===== src/sv/chda_pkg.sv =====
// Package with widths, codes and calendar helper functions for the date counter.
`default_nettype none

package chda_pkg;

  localparam int unsigned KindW  = 3;
  localparam int unsigned YearW  = 14;
  localparam int unsigned MonthW = 4;
  localparam int unsigned DayW   = 5;
  localparam int unsigned HourW  = 5;
  localparam int unsigned OrderW = 2;
  localparam int unsigned ModW   = 5;

  localparam logic [KindW-1:0] KindNextHour    = 3'd0;
  localparam logic [KindW-1:0] KindNextDay     = 3'd1;
  localparam logic [KindW-1:0] KindLoadDate    = 3'd2;
  localparam logic [KindW-1:0] KindCompareHour = 3'd3;
  localparam logic [KindW-1:0] KindCompareDay  = 3'd4;

  localparam logic [OrderW-1:0] OrderEqual   = 2'd0;
  localparam logic [OrderW-1:0] OrderEarlier = 2'd1;
  localparam logic [OrderW-1:0] OrderLater   = 2'd2;

  localparam logic [YearW-1:0]  YearMax    = 14'd9999;
  localparam logic [YearW-1:0]  YearReset  = 14'd2000;
  localparam logic [ModW-1:0]   YearMod25Reset = 5'd0;
  localparam logic [ModW-1:0]   Mod25Last  = 5'd24;
  localparam logic [MonthW-1:0] MonthJan   = 4'd1;
  localparam logic [MonthW-1:0] MonthFeb   = 4'd2;
  localparam logic [MonthW-1:0] MonthApr   = 4'd4;
  localparam logic [MonthW-1:0] MonthJun   = 4'd6;
  localparam logic [MonthW-1:0] MonthSep   = 4'd9;
  localparam logic [MonthW-1:0] MonthNov   = 4'd11;
  localparam logic [MonthW-1:0] MonthDec   = 4'd12;
  localparam logic [DayW-1:0]   DayFirst   = 5'd1;
  localparam logic [DayW-1:0]   Days28     = 5'd28;
  localparam logic [DayW-1:0]   Days29     = 5'd29;
  localparam logic [DayW-1:0]   Days30     = 5'd30;
  localparam logic [DayW-1:0]   Days31     = 5'd31;
  localparam logic [HourW-1:0]  HourFirst  = 5'd0;
  localparam logic [HourW-1:0]  HourLast   = 5'd23;

  // Residue modulo 25 by folding: 256 is 6 and 32 is 7 modulo 25.
  function automatic logic [ModW-1:0] mod25(input logic [YearW-1:0] y);
    logic [9:0] f1;
    logic [7:0] f2;
    f1 = 10'({y[13:8], 2'b00}) + 10'({y[13:8], 1'b0}) + 10'(y[7:0]);
    f2 = 8'({f1[9:5], 3'b000}) - 8'(f1[9:5]) + 8'(f1[4:0]);
    if (f2 >= 8'd100) f2 = f2 - 8'd100;
    if (f2 >= 8'd50)  f2 = f2 - 8'd50;
    if (f2 >= 8'd25)  f2 = f2 - 8'd25;
    return f2[ModW-1:0];
  endfunction

  // A year divisible by 400 is divisible by both 16 and 25.
  function automatic logic leap_of(input logic [YearW-1:0] y, input logic [ModW-1:0] r25);
    return (y[1:0] == 2'b00) && ((r25 != '0) || (y[3:0] == 4'b0000));
  endfunction

  function automatic logic [DayW-1:0] last_day(input logic [MonthW-1:0] m, input logic leap);
    logic [DayW-1:0] d;
    if (m == MonthApr || m == MonthJun || m == MonthSep || m == MonthNov) begin
      d = Days30;
    end else if (m == MonthFeb) begin
      d = leap ? Days29 : Days28;
    end else begin
      d = Days31;
    end
    return d;
  endfunction

endpackage

`default_nettype wire


===== src/sv/chda_if.sv =====
// Handshake interfaces for the date counter's input and result channels.
`default_nettype none

interface chda_in_if;
  logic                          valid;
  logic                          ready;
  logic [chda_pkg::KindW-1:0]    kind;
  logic [chda_pkg::YearW-1:0]    date_year;
  logic [chda_pkg::MonthW-1:0]   date_month;
  logic [chda_pkg::DayW-1:0]     date_day;
  logic [chda_pkg::HourW-1:0]    date_hour;

  modport source (output valid, kind, date_year, date_month, date_day, date_hour,
                  input ready);
  modport sink (input valid, kind, date_year, date_month, date_day, date_hour,
                output ready);
endinterface

interface chda_out_if;
  logic                          valid;
  logic                          ready;
  logic [chda_pkg::YearW-1:0]    cur_year;
  logic [chda_pkg::MonthW-1:0]   cur_month;
  logic [chda_pkg::DayW-1:0]     cur_day;
  logic [chda_pkg::HourW-1:0]    cur_hour;
  logic                          is_leap;
  logic                          month_end;
  logic [chda_pkg::OrderW-1:0]   order;

  modport source (output valid, cur_year, cur_month, cur_day, cur_hour, is_leap,
                  month_end, order, input ready);
  modport sink (input valid, cur_year, cur_month, cur_day, cur_hour, is_leap,
                month_end, order, output ready);
endinterface

`default_nettype wire


===== src/sv/calendar_hour_day_advance_top.sv =====
// Gregorian date counter with hour, day, load and compare operations.
//
//   channel | direction | word
//   in_i    | sink      | kind, date_year, date_month, date_day, date_hour
//   out_o   | source    | cur_year, cur_month, cur_day, cur_hour, is_leap, month_end, order
//
// Each word passes an input register and then a result register, from which its result is
// offered; a new word is taken every cycle unless both registers are full.
// The date state is updated as a word moves from the input register to the result register.
// Reset sets the date to January 1, 2000, hour 0, and empties both registers.
// A stalled result holds the input register; the input side stalls only when both are full.
`default_nettype none

module calendar_hour_day_advance_top (
  input  wire logic clk_i,
  input  wire logic rst_ni,
  chda_in_if.sink   in_i,
  chda_out_if.source out_o
);

  logic                          s1_valid_q;
  logic [chda_pkg::KindW-1:0]    s1_kind_q;
  logic [chda_pkg::YearW-1:0]    s1_year_q;
  logic [chda_pkg::YearW-1:0]    s1_load_year_q;
  logic [chda_pkg::ModW-1:0]     s1_load_r25_q;
  logic [chda_pkg::MonthW-1:0]   s1_month_q;
  logic [chda_pkg::DayW-1:0]     s1_day_q;
  logic [chda_pkg::HourW-1:0]    s1_hour_q;

  logic [chda_pkg::YearW-1:0]    year_q, year_d;
  logic [chda_pkg::ModW-1:0]     r25_q, r25_d;
  logic [chda_pkg::MonthW-1:0]   month_q, month_d;
  logic [chda_pkg::DayW-1:0]     day_q, day_d;
  logic [chda_pkg::HourW-1:0]    hour_q, hour_d;

  logic                          out_valid_q;
  logic [chda_pkg::YearW-1:0]    out_year_q;
  logic [chda_pkg::MonthW-1:0]   out_month_q;
  logic [chda_pkg::DayW-1:0]     out_day_q;
  logic [chda_pkg::HourW-1:0]    out_hour_q;
  logic                          out_leap_q;
  logic                          out_end_q;
  logic [chda_pkg::OrderW-1:0]   out_order_q, order_d;

  logic                          s2_take;
  logic                          in_take;
  logic [chda_pkg::YearW-1:0]    load_year;
  logic                          leap_cur;
  logic                          leap_d;
  logic                          day_roll;
  logic [chda_pkg::YearW-1:0]    adv_year;
  logic [chda_pkg::ModW-1:0]     adv_r25;
  logic [chda_pkg::MonthW-1:0]   adv_month;
  logic [chda_pkg::DayW-1:0]     adv_day;

  assign s2_take  = s1_valid_q && (!out_valid_q || out_o.ready);
  assign in_i.ready = !s1_valid_q || s2_take;
  assign in_take  = in_i.valid && in_i.ready;

  assign load_year = (in_i.date_year > chda_pkg::YearMax) ? chda_pkg::YearMax : in_i.date_year;

  always_ff @(posedge clk_i or negedge rst_ni) begin
    if (!rst_ni) begin
      s1_valid_q <= 1'b0;
    end else if (in_take) begin
      s1_valid_q <= 1'b1;
    end else if (s2_take) begin
      s1_valid_q <= 1'b0;
    end
  end

  always_ff @(posedge clk_i) begin
    if (in_take) begin
      s1_kind_q      <= in_i.kind;
      s1_year_q      <= in_i.date_year;
      s1_load_year_q <= load_year;
      s1_load_r25_q  <= chda_pkg::mod25(load_year);
      s1_month_q     <= in_i.date_month;
      s1_day_q       <= in_i.date_day;
      s1_hour_q      <= in_i.date_hour;
    end
  end

  assign leap_cur = chda_pkg::leap_of(year_q, r25_q);
  assign day_roll = day_q >= chda_pkg::last_day(month_q, leap_cur);

  always_comb begin
    adv_year  = year_q;
    adv_r25   = r25_q;
    adv_month = month_q;
    adv_day   = day_q + 1'b1;
    if (day_roll) begin
      adv_day = chda_pkg::DayFirst;
      if (month_q == chda_pkg::MonthDec) begin
        adv_month = chda_pkg::MonthJan;
        if (year_q < chda_pkg::YearMax) begin
          adv_year = year_q + 1'b1;
          adv_r25  = (r25_q == chda_pkg::Mod25Last) ? '0 : r25_q + 1'b1;
        end
      end else begin
        adv_month = month_q + 1'b1;
      end
    end
  end

  always_comb begin
    year_d  = year_q;
    r25_d   = r25_q;
    month_d = month_q;
    day_d   = day_q;
    hour_d  = hour_q;
    order_d = chda_pkg::OrderEqual;
    unique case (s1_kind_q)
      chda_pkg::KindNextHour: begin
        if (hour_q >= chda_pkg::HourLast) begin
          year_d  = adv_year;
          r25_d   = adv_r25;
          month_d = adv_month;
          day_d   = adv_day;
          hour_d  = chda_pkg::HourFirst;
        end else begin
          hour_d = hour_q + 1'b1;
        end
      end
      chda_pkg::KindNextDay: begin
        year_d  = adv_year;
        r25_d   = adv_r25;
        month_d = adv_month;
        day_d   = adv_day;
        hour_d  = chda_pkg::HourFirst;
      end
      chda_pkg::KindLoadDate: begin
        year_d  = s1_load_year_q;
        r25_d   = s1_load_r25_q;
        month_d = s1_month_q;
        day_d   = s1_day_q;
        hour_d  = s1_hour_q;
      end
      chda_pkg::KindCompareHour, chda_pkg::KindCompareDay: begin
        priority if (year_q != s1_year_q) begin
          order_d = (year_q < s1_year_q) ? chda_pkg::OrderEarlier : chda_pkg::OrderLater;
        end else if (month_q != s1_month_q) begin
          order_d = (month_q < s1_month_q) ? chda_pkg::OrderEarlier : chda_pkg::OrderLater;
        end else if (day_q != s1_day_q) begin
          order_d = (day_q < s1_day_q) ? chda_pkg::OrderEarlier : chda_pkg::OrderLater;
        end else if (s1_kind_q == chda_pkg::KindCompareHour && hour_q != s1_hour_q) begin
          order_d = (hour_q < s1_hour_q) ? chda_pkg::OrderEarlier : chda_pkg::OrderLater;
        end else begin
          order_d = chda_pkg::OrderEqual;
        end
      end
      default: begin
        order_d = chda_pkg::OrderEqual;
      end
    endcase
  end

  assign leap_d = chda_pkg::leap_of(year_d, r25_d);

  always_ff @(posedge clk_i or negedge rst_ni) begin
    if (!rst_ni) begin
      year_q  <= chda_pkg::YearReset;
      r25_q   <= chda_pkg::YearMod25Reset;
      month_q <= chda_pkg::MonthJan;
      day_q   <= chda_pkg::DayFirst;
      hour_q  <= chda_pkg::HourFirst;
    end else if (s2_take) begin
      year_q  <= year_d;
      r25_q   <= r25_d;
      month_q <= month_d;
      day_q   <= day_d;
      hour_q  <= hour_d;
    end
  end

  always_ff @(posedge clk_i or negedge rst_ni) begin
    if (!rst_ni) begin
      out_valid_q <= 1'b0;
    end else if (s2_take) begin
      out_valid_q <= 1'b1;
    end else if (out_o.ready) begin
      out_valid_q <= 1'b0;
    end
  end

  always_ff @(posedge clk_i) begin
    if (s2_take) begin
      out_year_q  <= year_d;
      out_month_q <= month_d;
      out_day_q   <= day_d;
      out_hour_q  <= hour_d;
      out_leap_q  <= leap_d;
      out_end_q   <= day_d >= chda_pkg::last_day(month_d, leap_d);
      out_order_q <= order_d;
    end
  end

  assign out_o.valid     = out_valid_q;
  assign out_o.cur_year  = out_year_q;
  assign out_o.cur_month = out_month_q;
  assign out_o.cur_day   = out_day_q;
  assign out_o.cur_hour  = out_hour_q;
  assign out_o.is_leap   = out_leap_q;
  assign out_o.month_end = out_end_q;
  assign out_o.order     = out_order_q;

endmodule

`default_nettype wire


===== src/flat_wrapper.sv =====
// flat-port wrapper written by rule: the top's interface ports become plain ports
module calendar_hour_day_advance_top_flat 
  (clk_i, rst_ni, in_i_valid, in_i_kind, in_i_date_year, in_i_date_month, in_i_date_day, in_i_date_hour, in_i_ready, out_o_valid, out_o_cur_year, out_o_cur_month, out_o_cur_day, out_o_cur_hour, out_o_is_leap, out_o_month_end, out_o_order, out_o_ready);
  chda_in_if in_i_i ();
  chda_out_if out_o_i ();
  input  wire logic clk_i;
  input  wire logic rst_ni;
  input wire logic [$bits(in_i_i.valid)-1:0] in_i_valid;
  input wire logic [$bits(in_i_i.kind)-1:0] in_i_kind;
  input wire logic [$bits(in_i_i.date_year)-1:0] in_i_date_year;
  input wire logic [$bits(in_i_i.date_month)-1:0] in_i_date_month;
  input wire logic [$bits(in_i_i.date_day)-1:0] in_i_date_day;
  input wire logic [$bits(in_i_i.date_hour)-1:0] in_i_date_hour;
  output wire logic [$bits(in_i_i.ready)-1:0] in_i_ready;
  output wire logic [$bits(out_o_i.valid)-1:0] out_o_valid;
  output wire logic [$bits(out_o_i.cur_year)-1:0] out_o_cur_year;
  output wire logic [$bits(out_o_i.cur_month)-1:0] out_o_cur_month;
  output wire logic [$bits(out_o_i.cur_day)-1:0] out_o_cur_day;
  output wire logic [$bits(out_o_i.cur_hour)-1:0] out_o_cur_hour;
  output wire logic [$bits(out_o_i.is_leap)-1:0] out_o_is_leap;
  output wire logic [$bits(out_o_i.month_end)-1:0] out_o_month_end;
  output wire logic [$bits(out_o_i.order)-1:0] out_o_order;
  input wire logic [$bits(out_o_i.ready)-1:0] out_o_ready;
  assign in_i_i.valid = in_i_valid;
  assign in_i_i.kind = in_i_kind;
  assign in_i_i.date_year = in_i_date_year;
  assign in_i_i.date_month = in_i_date_month;
  assign in_i_i.date_day = in_i_date_day;
  assign in_i_i.date_hour = in_i_date_hour;
  assign in_i_ready = in_i_i.ready;
  assign out_o_valid = out_o_i.valid;
  assign out_o_cur_year = out_o_i.cur_year;
  assign out_o_cur_month = out_o_i.cur_month;
  assign out_o_cur_day = out_o_i.cur_day;
  assign out_o_cur_hour = out_o_i.cur_hour;
  assign out_o_is_leap = out_o_i.is_leap;
  assign out_o_month_end = out_o_i.month_end;
  assign out_o_order = out_o_i.order;
  assign out_o_i.ready = out_o_ready;
  calendar_hour_day_advance_top u_core (.clk_i(clk_i), .rst_ni(rst_ni), .in_i(in_i_i), .out_o(out_o_i));
endmodule

===== config.mk =====
export PLATFORM = sky130hd
export DESIGN_NAME = calendar_hour_day_advance_top_flat
export DESIGN_NICKNAME = d
export VERILOG_FILES = /design/src/sv/chda_pkg.sv /design/src/sv/chda_if.sv /design/src/sv/calendar_hour_day_advance_top.sv /design/src/flat_wrapper.sv
export SDC_FILE = /design/constraint.sdc
export NUM_CORES = 1
export LEC_CHECK = 0
export BUFFER_PORTS_ARGS = -buffer_cell sky130_fd_sc_hd__buf_4
export CAP_MARGIN = 20
export CORE_MARGIN = 1.5
export CORE_UTILIZATION = 30
export DETAILED_ROUTE_END_ITERATION = 10
export PLACE_DENSITY_LB_ADDON = 0.1
export SLEW_MARGIN = 20
export SYNTH_ARGS = -nofsm -noshare
export SYNTH_HDL_FRONTEND = slang
export SYNTH_SLANG_ARGS = --single-unit

===== constraint.sdc =====
create_clock -name clk_i -period 12.9 [get_ports clk_i]
set_clock_uncertainty 0.2 [all_clocks]
set_input_delay 0 -clock clk_i [delete_from_list [all_inputs] [get_ports clk_i]]
set_output_delay 0 -clock clk_i [all_outputs]
set_load 0.02 [all_outputs]

Word-level counts from Yosys, hierarchy flattened
Index checks and enable logic that the tools add are counted.

word-level totals
  bits in registers = 117

operators by class
  add/sub/neg operators = 12
  reductions and logical operators = 27
  equality and inequality tests = 20
  magnitude comparators = 12
  muxes and demuxes = 45

operator list
  cell                                                    number
  2-to-1 mux 14 bit                                       5
  2-to-1 mux 5 bit                                        14
  one-hot mux 5 bit (3 select lines)                      3
  one-hot mux 14 bit (3 select lines)                     1
  2-to-1 mux 8 bit                                        4
  == test 4 bit (second input constant)                   5
  == test 4 x 3 -> 1 bit (second input constant)          4
  2-to-1 mux 2 bit                                        8
  adder 5 x 1 -> 5 bit (second input constant)            3
  adder 14 x 1 -> 14 bit (second input constant)          1
  greater-than comparator 14 bit (second input constant)  1
  less-than comparator 14 bit                             1
  less-than comparator 14 bit (second input constant)     1
  != test 14 bit                                          1
  2-to-1 mux 4 bit                                        3
  one-hot mux 4 bit (3 select lines)                      1
  adder 10 x 8 -> 10 bit                                  1
  >= comparator 5 bit                                     2
  logical OR 1 bit                                        10
  less-than comparator 5 bit                              2
  != test 5 bit                                           2
  nonzero test 5 bit                                      2
  adder 8 x 7 -> 9 bit                                    1
  adder 8 x 5 -> 8 bit                                    1
  24 further kinds                                        39

Longest topological paths before layout
  depth after elaboration = 18
  mapped depth = 42
  mapped depth without buffers = 39

Least setup slack after synthesis
No wires, ideal clock.

  kind = input -> register
  start = input in_i_date_year[6]
  end = register u_core.s1_load_r25_q[2] (netlist name) (data pin)
  data required time = 12.434 ns
  arrival time = 7.438 ns
  slack = 4.996 ns
  setup time = 0.266 ns
  cell stages on the path = 40
  path through = nor4_1 -> o21ai_0 -> nand2_1 -> clkbuf_1 -> nand2b_1 -> ha_1 -> ha_1 -> nand3b_1 -> nand2_2 -> or3_1 -> a21oi_1 -> xor2_1 -> ha_1 -> o21ai_1 -> nand2b_1 -> a31oi_1 -> xnor2_1 -> inv_1 -> (+4 left out) -> ha_1 -> o21ai_1 -> a31oi_1 -> nor2_2 -> nor3_2 -> buf_6 -> xnor2_1 -> inv_1 -> ha_1 -> a21oi_1 -> a31o_2 -> mux2i_1 -> nor2_2 -> xnor2_1 -> ha_1 -> nor3_1 -> o21bai_1 -> or3b_1

on the way
  longest elaborated chain between the ends = 14

ends and longest elaborated chain
  item                                                                              line                                 text
  start: declaration                                                                flat_wrapper.sv:10                   input wire logic [$bits(in_i_i.date_year)-1:0] in_i_date_year;
  greater-than comparator 14 bit *                                                  calendar_hour_day_advance_top.sv:60  assign load_year = (in_i.date_year > chda_pkg::YearMax) ? chda_pkg::YearMax : in_i.date_year;
  2-to-1 mux 14 bit *                                                               calendar_hour_day_advance_top.sv:60
  via u_core.load_year, one bit                                                     calendar_hour_day_advance_top.sv:47  logic [chda_pkg::YearW-1:0] load_year;
  adder 8 x 7 -> 9 bit *                                                            chda_pkg.sv:47                       f1 = 10'({y[13:8], 2'b00}) + 10'({y[13:8], 1'b0}) + 10'(y[7:0]);
  adder 10 x 8 -> 10 bit *                                                          chda_pkg.sv:47
  subtractor 8 x 5 -> 8 bit                                                         chda_pkg.sv:48                       f2 = 8'({f1[9:5], 3'b000}) - 8'(f1[9:5]) + 8'(f1[4:0]);
  adder 8 x 5 -> 8 bit *                                                            chda_pkg.sv:48
  subtractor 8 x 7 -> 8 bit / >= comparator 8 x 7 -> 1 bit (equally long branches)  chda_pkg.sv:49                       if (f2 >= 8'd100) f2 = f2 - 8'd100;
  2-to-1 mux 8 bit *                                                                chda_pkg.sv:49
  2-to-1 mux 8 bit *                                                                calendar_hour_day_advance_top.sv:73  if (in_take) begin
  subtractor 8 x 6 -> 8 bit / >= comparator 8 x 6 -> 1 bit (equally long branches)  chda_pkg.sv:50                       if (f2 >= 8'd50) f2 = f2 - 8'd50;
  2-to-1 mux 8 bit *                                                                chda_pkg.sv:50
  2-to-1 mux 8 bit *                                                                calendar_hour_day_advance_top.sv:73
  >= comparator 8 x 5 -> 1 bit / subtractor 5 bit (equally long branches)           chda_pkg.sv:51                       if (f2 >= 8'd25) f2 = f2 - 8'd25;
  2-to-1 mux 5 bit *                                                                chda_pkg.sv:51
  end signal: assignment                                                            calendar_hour_day_advance_top.sv:77  s1_load_r25_q <= chda_pkg::mod25(load_year);
  end: declaration                                                                  calendar_hour_day_advance_top.sv:25  logic [chda_pkg::ModW-1:0] s1_load_r25_q;

The timed path passes the listed nets; every way through them passes the cells marked *. The select of a mux whose other input is x is not followed.
A chain may end at the register's enable or synchronous reset.

Worst setup path in the final report
Same ends and word-level chain as after synthesis.

==> impl_metrics.tcl <==
set metrics [dict create \
    status "complete, no violations" \
    synth_cell_types 86 \
    fp.dieW_um 167.7 \
    diodes 0 \
    synthArstFlopShare 0.2991 \
    period_minus_slack_ns 9.519 \
    numCtsBuffers 17 \
    yosysMostFrequentCell "edfxtp_1" \
    clk_path_buf_depth 2 \
    synth_top_cell_by_area "edfxtp_1" \
    cts_root_buf "clkbuf_16" \
    setup_tns_ns 0 \
    ys_seq_elements 117 \
    whs_ns 0.02144 \
    clk_latency_ns 0.42 \
    netlist.area_leader.share 0.3025 \
    final_util 0.3732 \
    antenna_found_initial 0 \
    drtPass1Iterations 5 \
    cts_num_sinks 117 \
    yosys-top-cells-count "82 x edfxtp_1, 70 x ha_1, 68 x inv_1, 61 x nand2_1, 58 x o21ai_0" \
    syn-num-nets 916 \
    drt_iter0_markers 339 \
    core-area_mm2 0.02680 \
    fin_crit_sh 0.7379 \
    arrival_ns 9.48 \
    grt_usage 0.1608 \
    antenna_left 0 \
    synthFlopType "edfxtp_1" \
    portBuffers 68 \
    r2r_cells 23 \
    cp-end-kind "register" \
    ys_seq_area_frac 0.4114 \
    hp-class "input pin to asynchronous set/reset pin" \
    routabilityCongestion 0.7850 \
    cap_violations 0 \
    die_h_um 167.7 \
    crit_path_frequent_cell "ha_1" \
    overflow 0 \
    route.detailed.drc 0 \
    dieArea_mm2 0.02813 \
    grt_max_degree 52 \
    grt_pass1_vias 6262 \
    via_per_inst 5.018 \
    wl_per_cell_um 17.16 \
    avgSynthCellArea_um2 10.09 \
    ios 69 \
    synth_area_mm2 0.008139 \
    num_rows 60 \
    synth_enable_flop_cells 82 \
    worst_pin_slew_ns 0.8926 \
    nFillCells 2722 \
    netlist_instances 807 \
    grt_pass1_wl_um 34960 \
    fin_nets 1022 \
    rsz0062_at_grt "false" \
    vias 6358 \
    critPathLaunchType "input pin" \
    maxSlewViolCount 0 \
    cts_tree "built" \
    final_hold_viol_count 0 \
    cp.required_ns 12.86 \
    area_growth_pct 22.89 \
    cp_slowest_cell "nor3_2" \
    start_util 0.3037 \
    max_slew_margin 0.4017 \
    critPathMaxFanout 12 \
    dpl.hpwl_um 15800 \
    ctsResizeCount 0 \
    fmax_mhz 105.1 \
    setup_viol 0 \
    crit_type "input pin to register" \
    routed_wl_um 21750 \
    slowest_delay_ns 0.69 \
    clk_pin_slew_ns 0.06 \
    yosys_warnings 0 \
    drive_gt1_frac 0.1868 \
    h-tree-depth 4 \
    synth_area_leaders "edfxtp_1 30%, ha_1 11%, dfrtp_1 8.3%" \
]
-- metrics by stage --
stage               instance area (um^2)  cells  worst slack, ns
floorplan                           8139    807            4.996
detailed placement                  9024   1199            3.525
finish                             10000   1267            3.381
global route                       10000   1267            2.592
CTS                                10000   1267            3.345
global placement                    9024   1199            3.737
-- routing by layer --
layer	part of all wire	global-route usage
met1	0.49	0.2129
met2	0.47	0.2663
met4	0.015	0.04583
met3	0.024	0.03143
met5	0	0
-- worst paths after layout --
check | slack (ns) | start | endpoint
worst max register to register | 7.45 | u_core.r25_q[1] | u_core.out_o.month_end
min in group clk_i | 0.10 | in_i_kind[1] | u_core.s1_kind_q[1]
max in group asynchronous | 12.25 | rst_ni | u_core.day_q[2]
worst min-delay path | 0.02 | rst_ni | u_core.year_q[4]
worst max-delay path | 3.38 | in_i_date_year[6] | u_core.s1_load_r25_q[2]
worst min register to register | 0.29 | u_core.s1_valid_q | u_core.out_o.valid
-- worst max-delay path, delay by kind of cell --
kind                       cells  cell delay [ns]
AOI/OAI and AO/OA              9             1.78
xor gates and xnor gates       5             1.34
adders and majority gates      8             2.32
buffers and inverters          5             0.95
muxes                          1             0.36
and+or+nand+nor               12             2.71
-- layout make-up --
type	count	area [um^2]	share of cell area
repair buffers	112	940.9	0.09407
multi-input cells	596	4419	0.4418
flip-flops and latches	117	3348	0.3348
clock inverters	14	178.9	0.01789
inverters	69	259.0	0.02589
clock buffers	18	429.2	0.04291
well taps	341	426.7	0.04266
-- placed cells by master (no fill, tap or decap), types with 27 or more instances in the layout --
cell type / n
nand2_1: 61
o21ai_0: 58
nor2_1: 35
ha_1: 70
buf_4: 76
edfxtp_1: 82
dfrtp_1: 27
a21oi_1: 48
inv_1: 68
dlygate4sd3_1: 35
-- registers in the layout (all words and copies together) (netlist names), 4 cells and up --
signal	cells
u_core.s1_hour_q	5
u_core.month_q	4
u_core.year_q	14
u_core.out_o.cur_day	5
u_core.s1_day_q	5
u_core.s1_year_q	14
u_core.s1_load_year_q	14
u_core.out_o.cur_year	14
u_core.hour_q	5
u_core.out_o.cur_month	4
u_core.day_q	5
u_core.s1_month_q	4
u_core.out_o.cur_hour	5
u_core.s1_load_r25_q	5
u_core.r25_q	5
-- kinds of logic (layout without fill, tap and decap cells) --
family          after synthesis  count (layout)  share of synthesized area
mux                          30              30                    0.04181
compound gates              222             222                     0.1912
simple gates                242             242                     0.1596
xor+xnor                     28              28                    0.03244
flops                       117             117                     0.4114
buf+inv                      94             213                    0.04612
fa+ha+maj                    74              74                     0.1174
-- what timing repair did --
item	CTS	global route
hold buffers	36	0
setup buffers	0	0
hold endpoints to repair	82	0
Power is not shown: default switching activity piles up to over one toggle a cycle in this logic, so the estimate is an artifact.
